$ cat config.mk
export PLATFORM = sky130hd
export DESIGN_NAME = ebu_latin_to_utf8_converter_unit
export DESIGN_NICKNAME = d
export VERILOG_FILES = /design/src/elc_pkg.sv /design/src/elc_front.sv /design/src/elc_queue.sv /design/src/elc_back.sv /design/src/ebu_latin_to_utf8_converter_unit.sv
export SDC_FILE = /design/constraint.sdc
export NUM_CORES = 1
export LEC_CHECK = 0
export ABC_AREA = 1
export ABC_CLOCK_PERIOD_IN_PS = 6400
export BUFFER_PORTS_ARGS = -buffer_cell sky130_fd_sc_hd__buf_4
export CAP_MARGIN = 20
export CORE_MARGIN = 2
export CORE_UTILIZATION = 35
export DETAILED_ROUTE_END_ITERATION = 10
export GPL_TIMING_DRIVEN = 0
export PLACE_DENSITY_LB_ADDON = 0.05
export SLEW_MARGIN = 20
export SYNTH_ARGS = -nofsm -noshare
export SYNTH_HDL_FRONTEND = slang
export SYNTH_HIERARCHICAL = 1
export SYNTH_SLANG_ARGS = --single-unit
$ cat constraint.sdc
create_clock -name clk -period 6.4 [get_ports clk]
set_clock_uncertainty 0.2 [all_clocks]
set_input_delay 0.96 -clock clk [delete_from_list [all_inputs] [get_ports clk]]
set_output_delay 0.96 -clock clk [all_outputs]
set_load 0.1 [all_outputs]
$ cat src/elc_pkg.sv
// shared types, constants and code point tables for the ebu latin to utf-8 converter
// no dependencies; imported by every module of the block
package elc_pkg;

	localparam logic [3:0] CHARSET_EBU_LATIN = 4'h0;
	localparam logic [3:0] CHARSET_UTF8      = 4'hF;

	// register select on paddr[2]
	localparam logic REG_CHARSET_MODE = 1'b0;

	localparam int ELC_QUEUE_DEPTH = 4;

	// one classified input: up to three utf-8 bytes, count zero marks a bare end marker
	typedef struct packed {
		logic [2:0][7:0] bytes;
		logic [1:0]      count;
		logic            fin;
	} elc_item_t;

	localparam logic [15:0] LOW_ROM [0:31] = '{
		16'h0000, 16'h0118, 16'h012E, 16'h0172, 16'h0102, 16'h0116, 16'h010E, 16'h0218,
		16'h021A, 16'h010A, 16'h0000, 16'h0000, 16'h0120, 16'h0139, 16'h017B, 16'h0143,
		16'h0105, 16'h0119, 16'h012F, 16'h0173, 16'h0103, 16'h0117, 16'h010F, 16'h0219,
		16'h021B, 16'h010B, 16'h0147, 16'h011A, 16'h0121, 16'h013A, 16'h017C, 16'h0000
	};

	// code points for bytes 0x7b to 0xff
	localparam logic [15:0] HIGH_ROM [0:132] = '{
		16'h00AB, 16'h016F, 16'h00BB, 16'h013D, 16'h0126,
		16'h00E1, 16'h00E0, 16'h00E9, 16'h00E8, 16'h00ED, 16'h00EC, 16'h00F3, 16'h00F2,
		16'h00FA, 16'h00F9, 16'h00D1, 16'h00C7, 16'h015E, 16'h00DF, 16'h00A1, 16'h0178,
		16'h00E2, 16'h00E4, 16'h00EA, 16'h00EB, 16'h00EE, 16'h00EF, 16'h00F4, 16'h00F6,
		16'h00FB, 16'h00FC, 16'h00F1, 16'h00E7, 16'h015F, 16'h011F, 16'h0131, 16'h00FF,
		16'h0136, 16'h0145, 16'h00A9, 16'h0122, 16'h011E, 16'h011B, 16'h0148, 16'h0151,
		16'h0150, 16'h20AC, 16'h00A3, 16'h0024, 16'h0100, 16'h0112, 16'h012A, 16'h016A,
		16'h0137, 16'h0146, 16'h013B, 16'h0123, 16'h013C, 16'h0130, 16'h0144, 16'h0171,
		16'h0170, 16'h00BF, 16'h013E, 16'h00B0, 16'h0101, 16'h0113, 16'h012B, 16'h016B,
		16'h00C1, 16'h00C0, 16'h00C9, 16'h00C8, 16'h00CD, 16'h00CC, 16'h00D3, 16'h00D2,
		16'h00DA, 16'h00D9, 16'h0158, 16'h010C, 16'h0160, 16'h017D, 16'h00D0, 16'h013F,
		16'h00C2, 16'h00C4, 16'h00CA, 16'h00CB, 16'h00CE, 16'h00CF, 16'h00D4, 16'h00D6,
		16'h00DB, 16'h00DC, 16'h0159, 16'h010D, 16'h0161, 16'h017E, 16'h0111, 16'h0140,
		16'h00C3, 16'h00C5, 16'h00C6, 16'h0152, 16'h0177, 16'h00DD, 16'h00D5, 16'h00D8,
		16'h00DE, 16'h014A, 16'h0154, 16'h0106, 16'h015A, 16'h0179, 16'h0164, 16'h00F0,
		16'h00E3, 16'h00E5, 16'h00E6, 16'h0153, 16'h0175, 16'h00FD, 16'h00F5, 16'h00F8,
		16'h00FE, 16'h014B, 16'h0155, 16'h0107, 16'h015B, 16'h017A, 16'h0165, 16'h0127
	};

	localparam logic [7:0] HIGH_BASE = 8'h7B;

	function automatic logic [15:0] ebu_code_point(input logic [7:0] b);
		logic [15:0] cp;
		logic [7:0]  hi_idx;
		hi_idx = b - HIGH_BASE;
		if (b <= 8'h1F) begin
			cp = LOW_ROM[b[4:0]];
		end else if (b >= HIGH_BASE) begin
			cp = HIGH_ROM[hi_idx];
		end else begin
			unique case (b)
				8'h24:   cp = 16'h0142;
				8'h5C:   cp = 16'h016E;
				8'h5E:   cp = 16'h0141;
				8'h60:   cp = 16'h0104;
				default: cp = {8'h00, b};
			endcase
		end
		return cp;
	endfunction

endpackage

$ cat src/elc_front.sv
// front end: maps ebu latin words to code points and encodes them as utf-8, passes
// utf-8 words through; depends on elc_pkg; feeds elc_queue
module elc_front (
	input  logic              in_valid,
	output logic              in_ready,
	input  logic [7:0]        text_byte,
	input  logic              final_byte,
	input  logic [3:0]        charset_mode,
	input  logic              queue_full,
	output logic              push,
	output elc_pkg::elc_item_t item
);
	import elc_pkg::*;

	logic        dropped;
	logic [15:0] cp;

	assign dropped = (text_byte == 8'h00) || (text_byte == 8'h0A) ||
		(text_byte == 8'h0B) || (text_byte == 8'h1F);
	assign cp = ebu_code_point(text_byte);

	always_comb begin
		item.bytes = '0;
		item.count = 2'd0;
		item.fin   = final_byte;
		if (!dropped) begin
			if (charset_mode == CHARSET_EBU_LATIN) begin
				if (cp == 16'h0000) begin
					item.count = 2'd0;
				end else if (cp < 16'h0080) begin
					item.bytes[0] = cp[7:0];
					item.count    = 2'd1;
				end else if (cp < 16'h0800) begin
					item.bytes[0] = {3'b110, cp[10:6]};
					item.bytes[1] = {2'b10, cp[5:0]};
					item.count    = 2'd2;
				end else begin
					item.bytes[0] = {4'b1110, cp[15:12]};
					item.bytes[1] = {2'b10, cp[11:6]};
					item.bytes[2] = {2'b10, cp[5:0]};
					item.count    = 2'd3;
				end
			end else if (charset_mode == CHARSET_UTF8) begin
				item.bytes[0] = text_byte;
				item.count    = 2'd1;
			end
		end
	end

	assign in_ready = !queue_full;
	// a non-final word that yields nothing leaves no trace
	assign push = in_valid && in_ready && ((item.count != 2'd0) || final_byte);

endmodule

$ cat src/elc_queue.sv
// short queue of classified items between the front and back ends
// depends on elc_pkg
module elc_queue #(
	parameter int DEPTH = elc_pkg::ELC_QUEUE_DEPTH
) (
	input  logic               clk,
	input  logic               arst_n,
	input  logic               push,
	input  elc_pkg::elc_item_t push_item,
	output logic               full,
	input  logic               pop,
	output logic               head_valid,
	output elc_pkg::elc_item_t head_item
);
	import elc_pkg::*;

	localparam int PTR_W = (DEPTH > 1) ? $clog2(DEPTH) : 1;
	localparam int CNT_W = $clog2(DEPTH + 1);

	elc_item_t        mem_q [0:DEPTH-1];
	logic [PTR_W-1:0] wr_ptr_q;
	logic [PTR_W-1:0] rd_ptr_q;
	logic [CNT_W-1:0] count_q;

	function automatic logic [PTR_W-1:0] next_ptr(input logic [PTR_W-1:0] p);
		logic [PTR_W-1:0] r;
		if (p == PTR_W'(DEPTH - 1)) r = '0;
		else r = p + PTR_W'(1);
		return r;
	endfunction

	assign full       = (count_q == CNT_W'(DEPTH));
	assign head_valid = (count_q != '0);
	assign head_item  = mem_q[rd_ptr_q];

	always_ff @(posedge clk) begin
		if (push) begin
			mem_q[wr_ptr_q] <= push_item;
		end
	end

	always_ff @(posedge clk or negedge arst_n) begin
		if (!arst_n) begin
			wr_ptr_q <= '0;
			rd_ptr_q <= '0;
			count_q  <= '0;
		end else begin
			if (push) wr_ptr_q <= next_ptr(wr_ptr_q);
			if (pop) rd_ptr_q <= next_ptr(rd_ptr_q);
			if (push && !pop) count_q <= count_q + CNT_W'(1);
			else if (pop && !push) count_q <= count_q - CNT_W'(1);
		end
	end

	a_no_push_full: assert property (@(posedge clk) disable iff (!arst_n)
		push |-> !full) else $error("push into full queue");
	a_no_pop_empty: assert property (@(posedge clk) disable iff (!arst_n)
		pop |-> head_valid) else $error("pop from empty queue");
	a_count_bound: assert property (@(posedge clk) disable iff (!arst_n)
		count_q <= CNT_W'(DEPTH)) else $error("queue count overflow");

endmodule

$ cat src/elc_back.sv
// back end: serialises queued items into output words, one byte per cycle
// while m_tready is high; depends on elc_pkg; reads the head of elc_queue
module elc_back (
	input  logic               clk,
	input  logic               arst_n,
	input  logic               head_valid,
	input  elc_pkg::elc_item_t head_item,
	output logic               pop,
	output logic               m_tvalid,
	input  logic               m_tready,
	output logic [7:0]         m_tdata,
	output logic [1:0]         m_tuser,
	output logic               m_tlast
);
	import elc_pkg::*;

	logic [1:0] idx_q;
	logic       out_valid_q;
	logic [7:0] out_byte_q;
	logic       out_present_q;
	logic       out_run_end_q;
	logic       out_text_end_q;

	logic       load;
	logic       empty_marker;
	logic       last_byte;

	assign load         = head_valid && (!out_valid_q || m_tready);
	assign empty_marker = (head_item.count == 2'd0);
	assign last_byte    = empty_marker || (idx_q == head_item.count - 2'd1);
	assign pop          = load && last_byte;

	always_ff @(posedge clk or negedge arst_n) begin
		if (!arst_n) begin
			out_valid_q <= 1'b0;
			idx_q       <= 2'd0;
		end else begin
			if (load) begin
				out_valid_q <= 1'b1;
				idx_q       <= last_byte ? 2'd0 : idx_q + 2'd1;
			end else if (m_tready) begin
				out_valid_q <= 1'b0;
			end
		end
	end

	always_ff @(posedge clk) begin
		if (load) begin
			out_byte_q     <= empty_marker ? 8'h00 : head_item.bytes[idx_q];
			out_present_q  <= !empty_marker;
			out_run_end_q  <= last_byte;
			out_text_end_q <= last_byte && head_item.fin;
		end
	end

	assign m_tvalid = out_valid_q;
	assign m_tdata  = out_byte_q;
	assign m_tuser  = {out_run_end_q, out_present_q};
	assign m_tlast  = out_text_end_q;

	a_idx_needs_item: assert property (@(posedge clk) disable iff (!arst_n)
		(idx_q != 2'd0) |-> head_valid) else $error("byte index without an item");
	a_idx_in_range: assert property (@(posedge clk) disable iff (!arst_n)
		(head_valid && idx_q != 2'd0) |-> (idx_q < head_item.count))
		else $error("byte index past item length");
	a_text_end_on_run_end: assert property (@(posedge clk) disable iff (!arst_n)
		m_tvalid && m_tlast |-> m_tuser[1]) else $error("text end off a run end");

endmodule

$ cat src/ebu_latin_to_utf8_converter_unit.sv
// top level of the ebu latin to utf-8 converter: apb register, front end, queue, back end
// depends on elc_pkg, elc_front, elc_queue, elc_back
//
// usage
//   s_axis: one text byte per word in s_tdata[7:0], s_tlast on the last byte of the text.
//   m_axis: one utf-8 byte per word in m_tdata[7:0]; m_tuser[0] says the byte is present
//     (clear on a bare end marker), m_tuser[1] marks the last word caused by one input word,
//     m_tlast marks the last word of the whole text.
//   apb: one register, charset_mode at address 0 (0 ebu latin, 15 utf-8 passthrough,
//     other codes emit nothing); write it only while the block is empty.
// path: input words pass through the queue, then from its head into the output register.
// throughput: while m_tready is high the output side moves one byte per cycle, and an input
//   word expanding to n bytes (one to three) gives n output words; the input side takes
//   a word every cycle while the queue between front and back end has room.
// stalls: with m_tready low the output register holds; the queue keeps filling until
//   full, then s_tready drops. nothing is lost or repeated.
// reset: arst_n empties the queue and output register and sets charset_mode to 0.
module ebu_latin_to_utf8_converter_unit #(
	parameter int QUEUE_DEPTH = elc_pkg::ELC_QUEUE_DEPTH
) (
	input  logic        clk,
	input  logic        arst_n,
	input  logic        s_tvalid,
	output logic        s_tready,
	input  logic [7:0]  s_tdata,   // [7:0] text_byte
	input  logic        s_tlast,
	output logic        m_tvalid,
	input  logic        m_tready,
	output logic [7:0]  m_tdata,   // [7:0] utf8_byte
	output logic [1:0]  m_tuser,   // [0] byte_present, [1] run_end
	output logic        m_tlast,
	input  logic        psel,
	input  logic        penable,
	input  logic        pwrite,
	input  logic [2:0]  paddr,
	input  logic [31:0] pwdata,
	output logic [31:0] prdata,
	output logic        pready
);
	import elc_pkg::*;

	logic [3:0] charset_mode_q;
	logic       cfg_write;
	logic       queue_full;
	logic       push;
	logic       pop;
	logic       head_valid;
	elc_item_t  push_item;
	elc_item_t  head_item;

	assign pready    = 1'b1;
	assign cfg_write = psel && penable && pwrite && pready;
	assign prdata    = (paddr[2] == REG_CHARSET_MODE) ? {28'd0, charset_mode_q} : 32'd0;

	always_ff @(posedge clk or negedge arst_n) begin
		if (!arst_n) begin
			charset_mode_q <= CHARSET_EBU_LATIN;
		end else if (cfg_write && paddr[2] == REG_CHARSET_MODE) begin
			charset_mode_q <= pwdata[3:0];
		end
	end

	elc_front u_front (
		.in_valid     (s_tvalid),
		.in_ready     (s_tready),
		.text_byte    (s_tdata),
		.final_byte   (s_tlast),
		.charset_mode (charset_mode_q),
		.queue_full   (queue_full),
		.push         (push),
		.item         (push_item)
	);

	elc_queue #(
		.DEPTH (QUEUE_DEPTH)
	) u_queue (
		.clk        (clk),
		.arst_n     (arst_n),
		.push       (push),
		.push_item  (push_item),
		.full       (queue_full),
		.pop        (pop),
		.head_valid (head_valid),
		.head_item  (head_item)
	);

	elc_back u_back (
		.clk        (clk),
		.arst_n     (arst_n),
		.head_valid (head_valid),
		.head_item  (head_item),
		.pop        (pop),
		.m_tvalid   (m_tvalid),
		.m_tready   (m_tready),
		.m_tdata    (m_tdata),
		.m_tuser    (m_tuser),
		.m_tlast    (m_tlast)
	);

endmodule
==> reports/qor.yml <==
grtUsageTotal_pct: 21.0
fillers: 2642
drc: 0
crit_path_start_kind: "input pin"
reg2reg_depth: 14
fin_crit_sh_pct: 92.0
drt_wl_total_um: 27600
ys.flop_type: "edfxtp_1"
p_switching_mw: 1.84
area_growth_pct: 14.8
period_needed_ns: 5.89
final_design_area_no_fill_um2: 10400
antenna_cells: 0
cp.required_ns: 6.50
postSynthCellCount: 1171
hold_viol: 0
rrSetupSlack_ns: 2.30
num_vias: 7949
clock-root-buffer: "clkbuf_16"
synth.area.top_cells: "edfxtp_1 (40%), nand2_1 (16%), inv_1 (5.9%)"
antenna_found_initial: 0
grt_pass1_wl_um: 43100
rows: 58
synthAdderAreaFrac_pct: 3.68
hpwl_um: 20100
drt_iter0_drc: 630
cpPeakStageDelay_ns: 0.45
utilization_pct: 41.1
die_h_um: 165
ios: 97
rsz0062_at_grt: "no"
dr.pass1.iters: 5
p_leak_nw: 4.90
yosys-mux-area-fraction_pct: 0
grt_pass1_vias: 7645
end_kind: "register"
p_int_mw: 2.20
die-area_um2: 27100
synth-compound-area-share_pct: 12.7
multiInputGateArea_um2: 4060
place_congestion: 0.941
reg2reg_to: "u_queue/count_q[2]$_DFFE_PN0P_"
synth_commonest_cells: "nand2_1 (396), inv_1 (142), edfxtp_1 (119)"
synth-seq-cells: 133
layout-drive-gt1-share_pct: 14.9
antenna_left: 0
p_per_area_nw_per_um2: 389
via_per_inst: 4.98
clkSinkCount: 133
switching_share_pct: 45.6
clkPwrFrac_pct: 21.5
ys_warn_count: 6
yosysMostFrequentCell: "nand2_1"
fmax_mhz: 170
port_buffers: 36
slew_headroom_pct: 38.5
core_area_um2: 25300
placed_area_um2: 9820
tightest_slew_ns: 0.914
synth_async_sr_flop_share_pct: 10.5
synth_area_per_cell_um2: 7.71
start_util_pct: 35.8
die_x_um: 165
clk_latency_ns: 0.41
netlist_area_um2: 9030
ys_seq_area_share_pct: 43.4
netlist-cell-type-count: 42
wl_per_cell_um: 17.3
clock_path_buffers: 2
cts_buffers: 17
cts-hold-fix-buffers: 0
worstReg2RegStart: "charset_mode_q[0]$_DFFE_PN0P_"
yosysTopAreaCell: "edfxtp_1"
cpMaxStageDelayCell: "ha_1"
status: "finished, final reports clean"
gr-total-overflow: 0
grt_max_degree: 28
setup_viol: 0
cap_viol_max_count: 0
htreeDepth: 4
register_area_um2: 3920
nNetsFinal: 1330
comb_power_share_pct: 47.6
critical-path-top-delay-family: "simple AND/OR/NAND/NOR gates"
crit_path_frequent_cell: "nand2_1"
synth-xor-area-share_pct: 0.277
tritoncts: "yes"
drv_slew: 0
synth-edff-count: 119
crit_arrival_ns: 5.99
irDropWorstVdd_mv: 0.311
path_buf_inv: 7
p_seq_share_pct: 30.9
clkSlewWorstSetupHoldPaths_ns: 0.06
synth_top_family_by_area: "simple AND/OR/NAND/NOR gates"
path_max_fanout: 13
hold_class: "input pin to async pin"
critical_path_class: "input pin to register"
synthSimpleGateAreaFrac_pct: 26.9
yosysTopAreaCellShare_pct: 39.6
-- power groups by stage --
| stage | logic [mW] | registers (mW) | clock network, mW |
|---|---|---|---|
| after CTS | 1.94 | 1.25 | 0.891 |
| after detailed placement | 1.93 | 1.27 | 0 |
| after global routing | 2.12 | 1.27 | 0.927 |
| after floorplan | 1.19 | 1.49 | 0 |
| final | 1.92 | 1.25 | 0.867 |
| after global placement | 1.93 | 1.27 | 0 |
-- state kept, by name, summed over array words and instances, names as in the netlist --
name	count
u_back/out_run_end_q	1
charset_mode_q	4
u_back/m_tlast	1
u_back/m_tdata	8
u_back/m_tvalid	1
u_back/idx_q	2
u_queue/count_q	3
u_back/out_present_q	1
u_queue/wr_ptr_q	2
u_queue/mem_q	108
u_queue/rd_ptr_q	2
-- cells in the final DEF, fill, tap and decap left out, drive strengths merged, types with 3 or more instances in the layout --
cell type and instances:
a21oi 44, a22oi 3, a31oi 4, buf 114, clkbuf 23, clkinv 9
clkinvlp 7, conb 31, dfrtp 14, edfxtp 119, ha 25, inv 151
nand2 406, nand3 84, nand4 9, nor2 83, nor3 6, o211ai 61
o21ai 57, o22ai 3
-- how the worst max path moves through the flow --
stage,slack (ns),start,endpoint,cells past startpoint
after detailed placement,-0.69,s_tdata[0],u_queue/mem_q[2][17]$_DFFE_PP_,24
final,0.51,s_tdata[0],u_queue/count_q[2]$_DFFE_PN0P_,28
after CTS,0.20,s_tdata[0],u_queue/count_q[2]$_DFFE_PN0P_,31
after global routing,0.09,s_tdata[1],u_queue/count_q[2]$_DFFE_PN0P_,28
after global placement,-1.24,s_tdata[0],u_queue/mem_q[2][17]$_DFFE_PP_,24
after floorplan,1.21,s_tdata[0],u_queue/mem_q[0][0]$_DFFE_PP_,25
-- layer usage --
layer  GRT usage, %  vias up  wire length [µm]
met2           37.5      290             13800
met5              0        -                 0
met1           26.0     3663             11700
met3           2.76       48              1390
li1               -     3948                 -
met4           7.63        0               669
-- worst register-to-register path: stages (launching register included) --
cell	delay, ns
dfrtp_1	0.42
nor4_2	0.82
inv_1	0.32
nor2_1	0.27
inv_1	0.12
nor2_2	0.38
nor2_1	0.11
a21oi_2	0.36
ha_1	0.24
inv_1	0.06
fa_1	0.38
nand2_1	0.11
nand3_1	0.08
nand2_1	0.06
nand2_1	0.04
-- stage by stage --
stage	hold slack, ns	setup slack (ns)	total power [mW]	instances	setup TNS (ns)
finish	0.190	0.513	4.04	1596	0
global route	0.187	0.0874	4.32	1596	0
CTS	0.176	0.197	4.08	1597	0
detailed placement	0.268	-0.690	3.20	1565	-71.77
global placement	0.258	-1.24	3.20	1565	-128.87
floorplan	0.242	1.21	2.68	1199	0
-- logic make-up (layout without fill, tap and decap cells) --
| family | count (synthesis) | count (layout) |
|---|---|---|
| other | 3 | 31 |
| AO/OA/AOI/OAI | 179 | 179 |
| XOR/XNOR | 2 | 2 |
| adder cells (fa/ha/maj) | 26 | 26 |
| buffers and inverters | 237 | 304 |
| AND/OR/NAND/NOR | 591 | 591 |
| flip-flops | 133 | 133 |
-- timing repair --
| item | in CTS | in global routing |
|---|---|---|
| setup buffers | 0 | 0 |
| resized for setup | 6 | 1 |
| endpoints found under the setup margin | 110 | 110 |
-- area by class of cell --
| type | instances | area share [%] |
|---|---|---|
| Clock buffer | 18 | 4.14 |
| Sequential cell | 133 | 37.8 |
| Clock inverter | 14 | 1.03 |
| Buffer | 83 | 5.62 |
| Timing Repair Buffer | 36 | 2.61 |
| Multi-Input combinational cell | 829 | 39.2 |
| Inverter | 153 | 5.64 |
| Tap cell | 330 | 3.98 |
(Power assumes the default switching activity.)
